--- config.mk ---
export PLATFORM = sky130hd
export DESIGN_NAME = two_servo_ramp_command_controller
export DESIGN_NICKNAME = d
export VERILOG_FILES = /design/src/hdl/tsrcc_pkg.sv /design/src/hdl/two_servo_ramp_command_controller.sv /design/src/hdl/tsrcc_hand.sv
export SDC_FILE = /design/constraint.sdc
export NUM_CORES = 1
export LEC_CHECK = 0
export BUFFER_PORTS_ARGS = -buffer_cell sky130_fd_sc_hd__buf_2
export CAP_MARGIN = 10
export CORE_AREA = 2 2 157 159
export CTS_CLUSTER_DIAMETER = 50
export DETAILED_ROUTE_END_ITERATION = 8
export DIE_AREA = 0 0 159 161
export PLACE_DENSITY = 0.69
export REMOVE_ABC_BUFFERS = 1
export SYNTH_ARGS = -nofsm -noshare
export SYNTH_HDL_FRONTEND = slang
export SYNTH_SLANG_ARGS = --single-unit
export TNS_END_PERCENT = 100
--- constraint.sdc ---
create_clock -name clk_i -period 19 [get_ports clk_i]
set_input_delay 0 -clock clk_i [delete_from_list [all_inputs] [get_ports clk_i]]
set_output_delay 0 -clock clk_i [all_outputs]
set_load 0.05 [all_outputs]
--- src/hdl/tsrcc_pkg.sv ---
package tsrcc_pkg;

  // Field widths of the frame, the registers and the result word.
  localparam int unsigned FrameIdW   = 11;
  localparam int unsigned CmdW       = 8;
  localparam int unsigned AngleW     = 12;
  localparam int unsigned DegW       = 8;
  localparam int unsigned CfgIdxW    = 3;
  localparam int unsigned CfgDataW   = 12;
  localparam int unsigned InDataW    = 24;
  localparam int unsigned OutDataW   = 24;

  // Register indexes of the configuration port.
  localparam logic [CfgIdxW-1:0] CFG_NODE_ID      = 3'd0;
  localparam logic [CfgIdxW-1:0] CFG_STEP_SIZE    = 3'd1;
  localparam logic [CfgIdxW-1:0] CFG_CLOSE_FIRST  = 3'd2;
  localparam logic [CfgIdxW-1:0] CFG_CLOSE_SECOND = 3'd3;
  localparam logic [CfgIdxW-1:0] CFG_OPEN_ANGLE   = 3'd4;

  // Command byte codes.
  localparam logic [CmdW-1:0] CMD_CLOSE_FIRST  = 8'h00;
  localparam logic [CmdW-1:0] CMD_OPEN_FIRST   = 8'h01;
  localparam logic [CmdW-1:0] CMD_STOP_FIRST   = 8'h02;
  localparam logic [CmdW-1:0] CMD_CLOSE_SECOND = 8'h10;
  localparam logic [CmdW-1:0] CMD_OPEN_SECOND  = 8'h11;
  localparam logic [CmdW-1:0] CMD_STOP_SECOND  = 8'h12;

  // Completion message codes.
  localparam logic [7:0] DONE_CODE_FIRST  = 8'h40;
  localparam logic [7:0] DONE_CODE_SECOND = 8'h41;

  // Reset values, angles in 1/16 degree.
  localparam logic [FrameIdW-1:0] NODE_ID_RST      = 11'd1024;
  localparam logic [AngleW-1:0]   STEP_SIZE_RST    = 12'd80;
  localparam logic [AngleW-1:0]   CLOSE_FIRST_RST  = 12'd800;
  localparam logic [AngleW-1:0]   CLOSE_SECOND_RST = 12'd1280;
  localparam logic [AngleW-1:0]   OPEN_ANGLE_RST   = 12'd0;
  localparam logic [AngleW-1:0]   HOME_ANGLE       = 12'd1280;

  // A hand closer than half a degree snaps to its goal.
  localparam logic [AngleW-1:0]   SNAP_UNITS       = 12'd8;

  typedef enum logic [2:0] {
    ST_OPENING    = 3'd0,
    ST_CLOSING    = 3'd1,
    ST_STOPPED    = 3'd2,
    ST_OPEN_DONE  = 3'd3,
    ST_CLOSE_DONE = 3'd4
  } hand_state_e;

  // Per-hand result of one update.
  typedef struct packed {
    logic            angle_valid;
    logic [DegW-1:0] servo_angle;
    hand_state_e     hand_state;
    logic            done_valid;
    logic [7:0]      done_code;
    logic            done_opened;
  } hand_res_t;

endpackage

--- src/hdl/two_servo_ramp_command_controller.sv ---
// The first result word (hand one) is valid in the cycle after a frame is accepted,
// the second (hand two, tlast high) follows when the first is taken.
// Each frame gives two result words on the single output port, so output stalls hold
// back the input; a new frame is taken while the second word is being delivered.
// Reset (rst_ni low, asynchronous): configuration and hand registers return to their defaults, both hands stopped
// at 80 degrees with goal 80 degrees, and the output is empty.
module two_servo_ramp_command_controller (
  input  logic                               clk_i,
  input  logic                               rst_ni,
  // Configuration write port.
  input  logic                               cfg_we_i,
  input  logic [tsrcc_pkg::CfgIdxW-1:0]      cfg_idx_i,
  input  logic [tsrcc_pkg::CfgDataW-1:0]     cfg_data_i,
  // Frame input.
  input  logic                               s_axis_tvalid_i,
  output logic                               s_axis_tready_o,
  // Fields from bit 0: frame_id[10:0], command_byte[18:11], zero pad.
  input  logic [tsrcc_pkg::InDataW-1:0]      s_axis_tdata_i,
  // Result output.
  output logic                               m_axis_tvalid_o,
  input  logic                               m_axis_tready_i,
  // Fields from bit 0: angle_valid[0], servo_angle[8:1], hand_state[11:9],
  // done_valid[12], done_code[20:13], done_opened[21], zero pad.
  output logic [tsrcc_pkg::OutDataW-1:0]     m_axis_tdata_o,
  // Fields from bit 0: hand_index.
  output logic                               m_axis_tuser_o,
  output logic                               m_axis_tlast_o
);

  logic [tsrcc_pkg::FrameIdW-1:0] node_id_q;
  logic [tsrcc_pkg::AngleW-1:0]   step_size_q;
  logic [tsrcc_pkg::AngleW-1:0]   close_first_q;
  logic [tsrcc_pkg::AngleW-1:0]   close_second_q;
  logic [tsrcc_pkg::AngleW-1:0]   open_angle_q;

  logic [tsrcc_pkg::AngleW-1:0]   present_q [2];
  logic [tsrcc_pkg::AngleW-1:0]   goal_q    [2];
  tsrcc_pkg::hand_state_e         state_q   [2];

  logic [tsrcc_pkg::AngleW-1:0]   goal_d    [2];
  tsrcc_pkg::hand_state_e         st_cmd    [2];
  logic [tsrcc_pkg::AngleW-1:0]   present_d [2];
  tsrcc_pkg::hand_state_e         state_d   [2];
  tsrcc_pkg::hand_res_t           res_d     [2];
  tsrcc_pkg::hand_res_t           res_q     [2];
  tsrcc_pkg::hand_res_t           res_out;

  logic                           out_valid_q;
  logic                           sel_q;
  logic                           in_acc;
  logic                           out_acc;
  logic [tsrcc_pkg::FrameIdW-1:0] frame_id;
  logic [tsrcc_pkg::CmdW-1:0]     command_byte;

  assign frame_id     = s_axis_tdata_i[10:0];
  assign command_byte = s_axis_tdata_i[18:11];

  // Configuration registers.
  always_ff @(posedge clk_i or negedge rst_ni) begin
    if (!rst_ni) begin
      node_id_q      <= tsrcc_pkg::NODE_ID_RST;
      step_size_q    <= tsrcc_pkg::STEP_SIZE_RST;
      close_first_q  <= tsrcc_pkg::CLOSE_FIRST_RST;
      close_second_q <= tsrcc_pkg::CLOSE_SECOND_RST;
      open_angle_q   <= tsrcc_pkg::OPEN_ANGLE_RST;
    end else if (cfg_we_i) begin
      unique case (cfg_idx_i)
        tsrcc_pkg::CFG_NODE_ID:      node_id_q      <= cfg_data_i[tsrcc_pkg::FrameIdW-1:0];
        tsrcc_pkg::CFG_STEP_SIZE:    step_size_q    <= cfg_data_i;
        tsrcc_pkg::CFG_CLOSE_FIRST:  close_first_q  <= cfg_data_i;
        tsrcc_pkg::CFG_CLOSE_SECOND: close_second_q <= cfg_data_i;
        tsrcc_pkg::CFG_OPEN_ANGLE:   open_angle_q   <= cfg_data_i;
        default: ;
      endcase
    end
  end

  // Command decode: a matching frame with a known command changes the goal and state of one hand.
  always_comb begin
    goal_d[0] = goal_q[0];
    goal_d[1] = goal_q[1];
    st_cmd[0] = state_q[0];
    st_cmd[1] = state_q[1];
    if (frame_id == node_id_q) begin
      unique case (command_byte)
        tsrcc_pkg::CMD_CLOSE_FIRST: begin
          goal_d[0] = close_first_q;
          st_cmd[0] = tsrcc_pkg::ST_CLOSING;
        end
        tsrcc_pkg::CMD_OPEN_FIRST: begin
          goal_d[0] = open_angle_q;
          st_cmd[0] = tsrcc_pkg::ST_OPENING;
        end
        tsrcc_pkg::CMD_STOP_FIRST: begin
          goal_d[0] = present_q[0];
          st_cmd[0] = tsrcc_pkg::ST_STOPPED;
        end
        tsrcc_pkg::CMD_CLOSE_SECOND: begin
          goal_d[1] = close_second_q;
          st_cmd[1] = tsrcc_pkg::ST_CLOSING;
        end
        tsrcc_pkg::CMD_OPEN_SECOND: begin
          goal_d[1] = open_angle_q;
          st_cmd[1] = tsrcc_pkg::ST_OPENING;
        end
        tsrcc_pkg::CMD_STOP_SECOND: begin
          goal_d[1] = present_q[1];
          st_cmd[1] = tsrcc_pkg::ST_STOPPED;
        end
        default: ;
      endcase
    end
  end

  // Ramp update of both hands.
  tsrcc_hand u_hand0 (
    .hand_i (1'b0),
    .cur_i  (present_q[0]),
    .tgt_i  (goal_d[0]),
    .step_i (step_size_q),
    .st_i   (st_cmd[0]),
    .cur_o  (present_d[0]),
    .st_o   (state_d[0]),
    .res_o  (res_d[0])
  );

  tsrcc_hand u_hand1 (
    .hand_i (1'b1),
    .cur_i  (present_q[1]),
    .tgt_i  (goal_d[1]),
    .step_i (step_size_q),
    .st_i   (st_cmd[1]),
    .cur_o  (present_d[1]),
    .st_o   (state_d[1]),
    .res_o  (res_d[1])
  );

  // Handshake: take a frame when the result pair is empty or its last word leaves now.
  assign in_acc          = s_axis_tvalid_i && s_axis_tready_o;
  assign out_acc         = m_axis_tvalid_o && m_axis_tready_i;
  assign s_axis_tready_o = !out_valid_q || (sel_q && m_axis_tready_i);

  // Hand state registers.
  always_ff @(posedge clk_i or negedge rst_ni) begin
    if (!rst_ni) begin
      present_q[0] <= tsrcc_pkg::HOME_ANGLE;
      present_q[1] <= tsrcc_pkg::HOME_ANGLE;
      goal_q[0]    <= tsrcc_pkg::HOME_ANGLE;
      goal_q[1]    <= tsrcc_pkg::HOME_ANGLE;
      state_q[0]   <= tsrcc_pkg::ST_STOPPED;
      state_q[1]   <= tsrcc_pkg::ST_STOPPED;
    end else if (in_acc) begin
      present_q[0] <= present_d[0];
      present_q[1] <= present_d[1];
      goal_q[0]    <= goal_d[0];
      goal_q[1]    <= goal_d[1];
      state_q[0]   <= state_d[0];
      state_q[1]   <= state_d[1];
    end
  end

  // Result pair, payload only.
  always_ff @(posedge clk_i) begin
    if (in_acc) begin
      res_q[0] <= res_d[0];
      res_q[1] <= res_d[1];
    end
  end

  // Output control: valid flag and which word of the pair is shown.
  always_ff @(posedge clk_i or negedge rst_ni) begin
    if (!rst_ni) begin
      out_valid_q <= 1'b0;
      sel_q       <= 1'b0;
    end else if (in_acc) begin
      out_valid_q <= 1'b1;
      sel_q       <= 1'b0;
    end else if (out_acc) begin
      if (sel_q) begin
        out_valid_q <= 1'b0;
      end else begin
        sel_q <= 1'b1;
      end
    end
  end

  // Output word packing.
  assign res_out         = sel_q ? res_q[1] : res_q[0];
  assign m_axis_tvalid_o = out_valid_q;
  assign m_axis_tuser_o  = sel_q;
  assign m_axis_tlast_o  = sel_q;
  assign m_axis_tdata_o  = {2'b00,
                            res_out.done_opened,
                            res_out.done_code,
                            res_out.done_valid,
                            res_out.hand_state,
                            res_out.servo_angle,
                            res_out.angle_valid};

`ifndef NO_ASSERTIONS
  // A new frame never overwrites a pair whose first word is still waiting.
  a_no_overwrite: assert property (@(posedge clk_i) disable iff (!rst_ni)
    in_acc |-> !(out_valid_q && !sel_q))
    else $error("frame accepted while hand one word pending");

  // An accepted frame shows the hand one word in the next cycle.
  a_first_word: assert property (@(posedge clk_i) disable iff (!rst_ni)
    in_acc |=> (m_axis_tvalid_o && !sel_q))
    else $error("hand one word not presented after accept");

  // A hand at rest always sits exactly on its goal.
  a_rest_hand0: assert property (@(posedge clk_i) disable iff (!rst_ni)
    (state_q[0] != tsrcc_pkg::ST_OPENING && state_q[0] != tsrcc_pkg::ST_CLOSING)
      |-> (present_q[0] == goal_q[0]))
    else $error("hand one at rest off its goal");

  a_rest_hand1: assert property (@(posedge clk_i) disable iff (!rst_ni)
    (state_q[1] != tsrcc_pkg::ST_OPENING && state_q[1] != tsrcc_pkg::ST_CLOSING)
      |-> (present_q[1] == goal_q[1]))
    else $error("hand two at rest off its goal");

  // A completion is only reported together with an angle.
  a_done_angle: assert property (@(posedge clk_i) disable iff (!rst_ni)
    (m_axis_tvalid_o && m_axis_tdata_o[12]) |-> m_axis_tdata_o[0])
    else $error("completion without angle");
`endif

endmodule

--- src/hdl/tsrcc_hand.sv ---
module tsrcc_hand (
  input  logic                                hand_i,
  input  logic [tsrcc_pkg::AngleW-1:0]        cur_i,
  input  logic [tsrcc_pkg::AngleW-1:0]        tgt_i,
  input  logic [tsrcc_pkg::AngleW-1:0]        step_i,
  input  tsrcc_pkg::hand_state_e              st_i,
  output logic [tsrcc_pkg::AngleW-1:0]        cur_o,
  output tsrcc_pkg::hand_state_e              st_o,
  output tsrcc_pkg::hand_res_t                res_o
);

  logic                               moving;
  logic                               up;
  logic                               snap;
  logic [tsrcc_pkg::AngleW-1:0]       gap;
  logic [tsrcc_pkg::AngleW-1:0]       mv;
  logic [tsrcc_pkg::AngleW:0]         deg_sum;
  logic [tsrcc_pkg::AngleW-4:0]       deg_full;
  logic [tsrcc_pkg::DegW-1:0]         deg;

  // Distance to the goal and the move limited by the step size.
  assign moving = (st_i == tsrcc_pkg::ST_OPENING) || (st_i == tsrcc_pkg::ST_CLOSING);
  assign up     = tgt_i >= cur_i;
  assign gap    = up ? (tgt_i - cur_i) : (cur_i - tgt_i);
  assign snap   = gap < tsrcc_pkg::SNAP_UNITS;
  assign mv     = (gap < step_i) ? gap : step_i;

  // Next state and next angle of the hand.
  always_comb begin
    st_o  = st_i;
    cur_o = cur_i;
    if (moving) begin
      if (snap) begin
        cur_o = tgt_i;
        st_o  = (st_i == tsrcc_pkg::ST_OPENING) ? tsrcc_pkg::ST_OPEN_DONE
                                                : tsrcc_pkg::ST_CLOSE_DONE;
      end else begin
        cur_o = up ? (cur_i + mv) : (cur_i - mv);
      end
    end
  end

  // Whole degrees, rounded half up, saturated to a byte.
  assign deg_sum  = {1'b0, cur_o} + 13'd8;
  assign deg_full = deg_sum[tsrcc_pkg::AngleW:4];
  assign deg      = (deg_full > 9'd255) ? 8'd255 : deg_full[tsrcc_pkg::DegW-1:0];

  // Result word of this hand.
  always_comb begin
    res_o             = '0;
    res_o.hand_state  = st_o;
    if (moving) begin
      res_o.angle_valid = 1'b1;
      res_o.servo_angle = deg;
      if (snap) begin
        res_o.done_valid  = 1'b1;
        res_o.done_code   = hand_i ? tsrcc_pkg::DONE_CODE_SECOND : tsrcc_pkg::DONE_CODE_FIRST;
        res_o.done_opened = (st_i == tsrcc_pkg::ST_OPENING);
      end
    end
  end

endmodule

==> results <==
- The run finished with clean final reports.
- The count of cell types in the netlist is 84.
- From left edge to right edge, the die measures 159 um.
- The placeable core region is 24000 um^2.
- The critical path capture point type is a flop.
- The share of synthesized area in the top cell type comes to 0.199.
- The commonest cells after synthesis are 182 x nand2_1, 141 x o21ai_0, 113 x a21oi_1.
- In the routed design, unresolved DRC markers number 0.
- The cell family contributing the most delay on the critical path is compound AO/OA/AOI/OAI gates.
- The endpoint identified for the worst register-to-register timing path is res_q[0][19].
- The final hold violation count is 0.
- CTS placed an instance of clkbuf_16 at the clock tree root.
- The global route total overflow is 0.
- Port buffering added 58 buffers.
- The clock tree from TritonCTS is built.
- In this run the cell area of the synthesized design comes to 12200 um^2.
- The worst path required time is 19.17 ns.
- At the pin with the least slew margin, the transition time is 1.16 ns.
- Entering global routing, the biggest net connects 80 pins.
- The repair_antennas step left the layout with diodes totalling 0.
- The clock latency on the worst-skew pair is 0.43 ns.
- The worst hold path was traced through 4 stages.
- Headroom to the max-slew limit came out at 0.226.
- The slowest stage of the critical path belongs to the cell nor4_1.
- Counting buffers and inverters, the worst setup path is 38 cells deep.
- Setup repair after global routing left no endpoint under its margin.
- The critical path arrival is 10.89 ns.
- Setup total negative slack on the finished layout was measured at 0 ns.
- The via count of the first global-routing pass is 10200.
- The number of setup buffers added after CTS is 0.
- The detailed-route via count is 10800.
- The share of async-settable or async-resettable flops after synthesis is 0.804.
- Wires add up to 33.8 mm.
- At the end of routability-driven placement, the weighted congestion stood at 0.946.
- The worst hold path endpoint is step_size_q[4].
- The number of cells on the worst reg-to-reg path is 38.
- In this design, the stage delay of the slowest critical-path cell is 0.61 ns.
- The startpoint of the worst register-to-register path is node_id_q[3].
- The number of antenna violations at the first check in global routing is 0.
- The total clock buffers created by CTS is 17.
- In this run, the number of DRC markers left after iteration 0 of detailed routing was 769.
- The area growth from synthesis to layout is 10.7%.
- Static timing analysis puts the maximum clock frequency at 93.3 MHz.
- The clock period could shrink to 10.72 ns.
- Synthesis inferred 143 register bits.
- STA classifies the critical path startpoint as a flop.
- The first TritonRoute pass finished after 5 iterations.
- The maximum buffer depth of the clock tree is 2.
- The net count of the finished layout is 1616.
- Once placement finished, the instance area stood at 12700 um^2.
- The vertical die dimension is 161 um.
- The final setup violation count is 0.
- Along the worst path, the maximum fanout reaches 36.
- Averaged over all synthesized cells, the footprint is 8.53 um^2.
- The final-report max-slew violation count is 0.
- The layout filler cell count is 2236.
- In this run the remaining antenna-violating nets after routing total 0.
- The slack of the worst reg-to-reg path is 8.28 ns.
- The total I/O pin count is 72.
- After legalization and detailed placement, the total HPWL measured 25.1 mm.
- The most common cell in the synthesized netlist is nand2_1.
- The part of the Yosys area used for sequential elements is 0.307.
- The number of placement rows is 57.
- In this run the most critical hold path is launched from cfg_idx_i[2].
- In this design, the critical path's most frequently occurring cell is a21oi_1.
- Among all flip-flop cells after synthesis, the most frequent one is dfrtp_1.
- The global-route wire length before repair is 54.2 mm.
- The detail-routed net length per standard cell is 18.8 um.
- The biggest area contributor in the post-synthesis netlist is dfrtp_1.
- The effective utilization at floorplan is 0.509.
- The max-cap violation count is 0.
- The setup path with the least slack is of type flop to flop.
- The number of enable-type register cells in the synthesized netlist is 28.
- In the final layout, the share of cells above drive strength 1 is 0.145.
- The floorplan step defined a die boundary enclosing 25600 um^2.
- The worst hold path belongs to the class input port to flop.
- The largest clock skew in the final design is 0.0121 ns.
- The vias per cell is 5.97.
- The number of clock sinks is 143.
- After clock tree synthesis, the clock-pin slew on the worst setup and hold paths is 0.06 ns.
- The H-tree depth is 4.
- The post-layout instance area is 13500 um^2.
- In the finished design, the share of the clock period the worst path needs comes to 0.564.
- The Yosys step of the flow raised 0 warnings.
- In the post-synthesis netlist, the biggest area contributors are dfrtp_1 20%, ha_1 10%, edfxtp_1 6.9%.
- The worst path buffer plus inverter count is 5.
- The count of mapped cells out of synthesis is 1429.
- The global-route total usage across every layer is 0.265.
registers in the layout, indices dropped and copies added, names as in the netlist:
name and cells:
m_axis_tvalid_o 1, res_q 28, goal_q 24, open_angle_q 12, present_q 24, close_first_q 12
state_q 6, close_second_q 12, step_size_q 12, m_axis_tlast_o 1, node_id_q 11
stage by stage:
step | utilization | std cells | hold slack [ns] | setup slack [ns]
after global placement | 0.531 | 1755 | 0.0131 | 8.60
final | 0.563 | 1803 | 0.0531 | 8.28
after global routing | 0.563 | 1803 | 0.0850 | 7.58
after detailed placement | 0.531 | 1755 | 0.0185 | 8.51
after CTS | 0.563 | 1803 | 0.0485 | 8.41
after floorplan | - | 1358 | -0.296 | 8.54
worst min-delay path, delay by kind of cell:
| family | cells | cell delay [ns] |
|---|---|---|
| and+or+nand+nor | 2 | 0.23 |
| buffers and inverters | 1 | 0.16 |
| AOI/OAI and AO/OA | 1 | 0.07 |
logic make-up after synthesis:
family,count (synthesis),synth area share
compound gates,422,0.215
xor+xnor,73,0.0536
fa+ha+maj,106,0.113
buf+inv,163,0.0553
flops,143,0.307
mux,108,0.0956
other cells,1,0.000308
simple gates,413,0.161
layer usage:
metal,GRT usage,wire [um],vias up
li1,-,-,5191
met1,0.365,15400,5123
met2,0.430,15400,386
met3,0.0478,2400,55
met4,0.0740,632,0
met5,0.00189,0,-
cell type report:
| type | count | area, um^2 | share of cell area |
|---|---|---|---|
| Inverter | 85 | 319 | 0.0236 |
| Clock buffer | 19 | 433 | 0.0321 |
| Sequential cell | 143 | 3740 | 0.277 |
| Tap cell | 324 | 405 | 0.0300 |
| Timing Repair Buffer | 89 | 566 | 0.0419 |
| Multi-Input combinational cell | 1130 | 7840 | 0.581 |
| Clock inverter | 13 | 186 | 0.0138 |
layout by cell type, fill, tap and decap left out, types with 10 or more instances in the layout:
cell,Yosys,final
nor3_1,27,26
a211oi_1,13,13
o21a_1,13,13
buf_2,8,57
dlygate4sd3_1,0,16
a21o_1,29,29
dfrtp_1,97,97
nor2b_1,16,16
dfstp_2,18,18
buf_4,12,16
nand3_1,22,22
mux2_2,67,67
o21ai_0,141,141
xnor2_1,34,34
edfxtp_1,28,28
nand4_1,11,11
and2_1,10,10
nor2_1,83,83
nand2_1,182,182
clkbuf_16,0,17
inv_1,84,84
a21oi_1,113,113
o31ai_1,15,15
xor2_1,38,38
a31oi_1,19,18
mux2i_1,41,41
ha_1,100,100
worst max-delay path by stage:
stage,start,slack [ns],endpoint
3_3_place_gp,s_axis_tdata_i[12],8.60,res_q[0][42]
4_1_cts,node_id_q[3],8.41,res_q[0][19]
5_1_grt,node_id_q[3],7.58,res_q[0][42]
2_1_floorplan,s_axis_tdata_i[16],8.54,res_q[0][19]
3_5_place_dp,s_axis_tdata_i[12],8.51,res_q[0][42]
6_report,node_id_q[3],8.28,res_q[0][19]
repair_timing:
item                                    in CTS  in global routing
hold buffers                                16                  0
hold endpoints to repair                    97                  0
endpoints found under the setup margin       0                  0
resized for setup                            0                  0
Power is left out: the tool's default activity adds up to more than one toggle a clock period on the data nets, which glitch-free logic cannot reach.
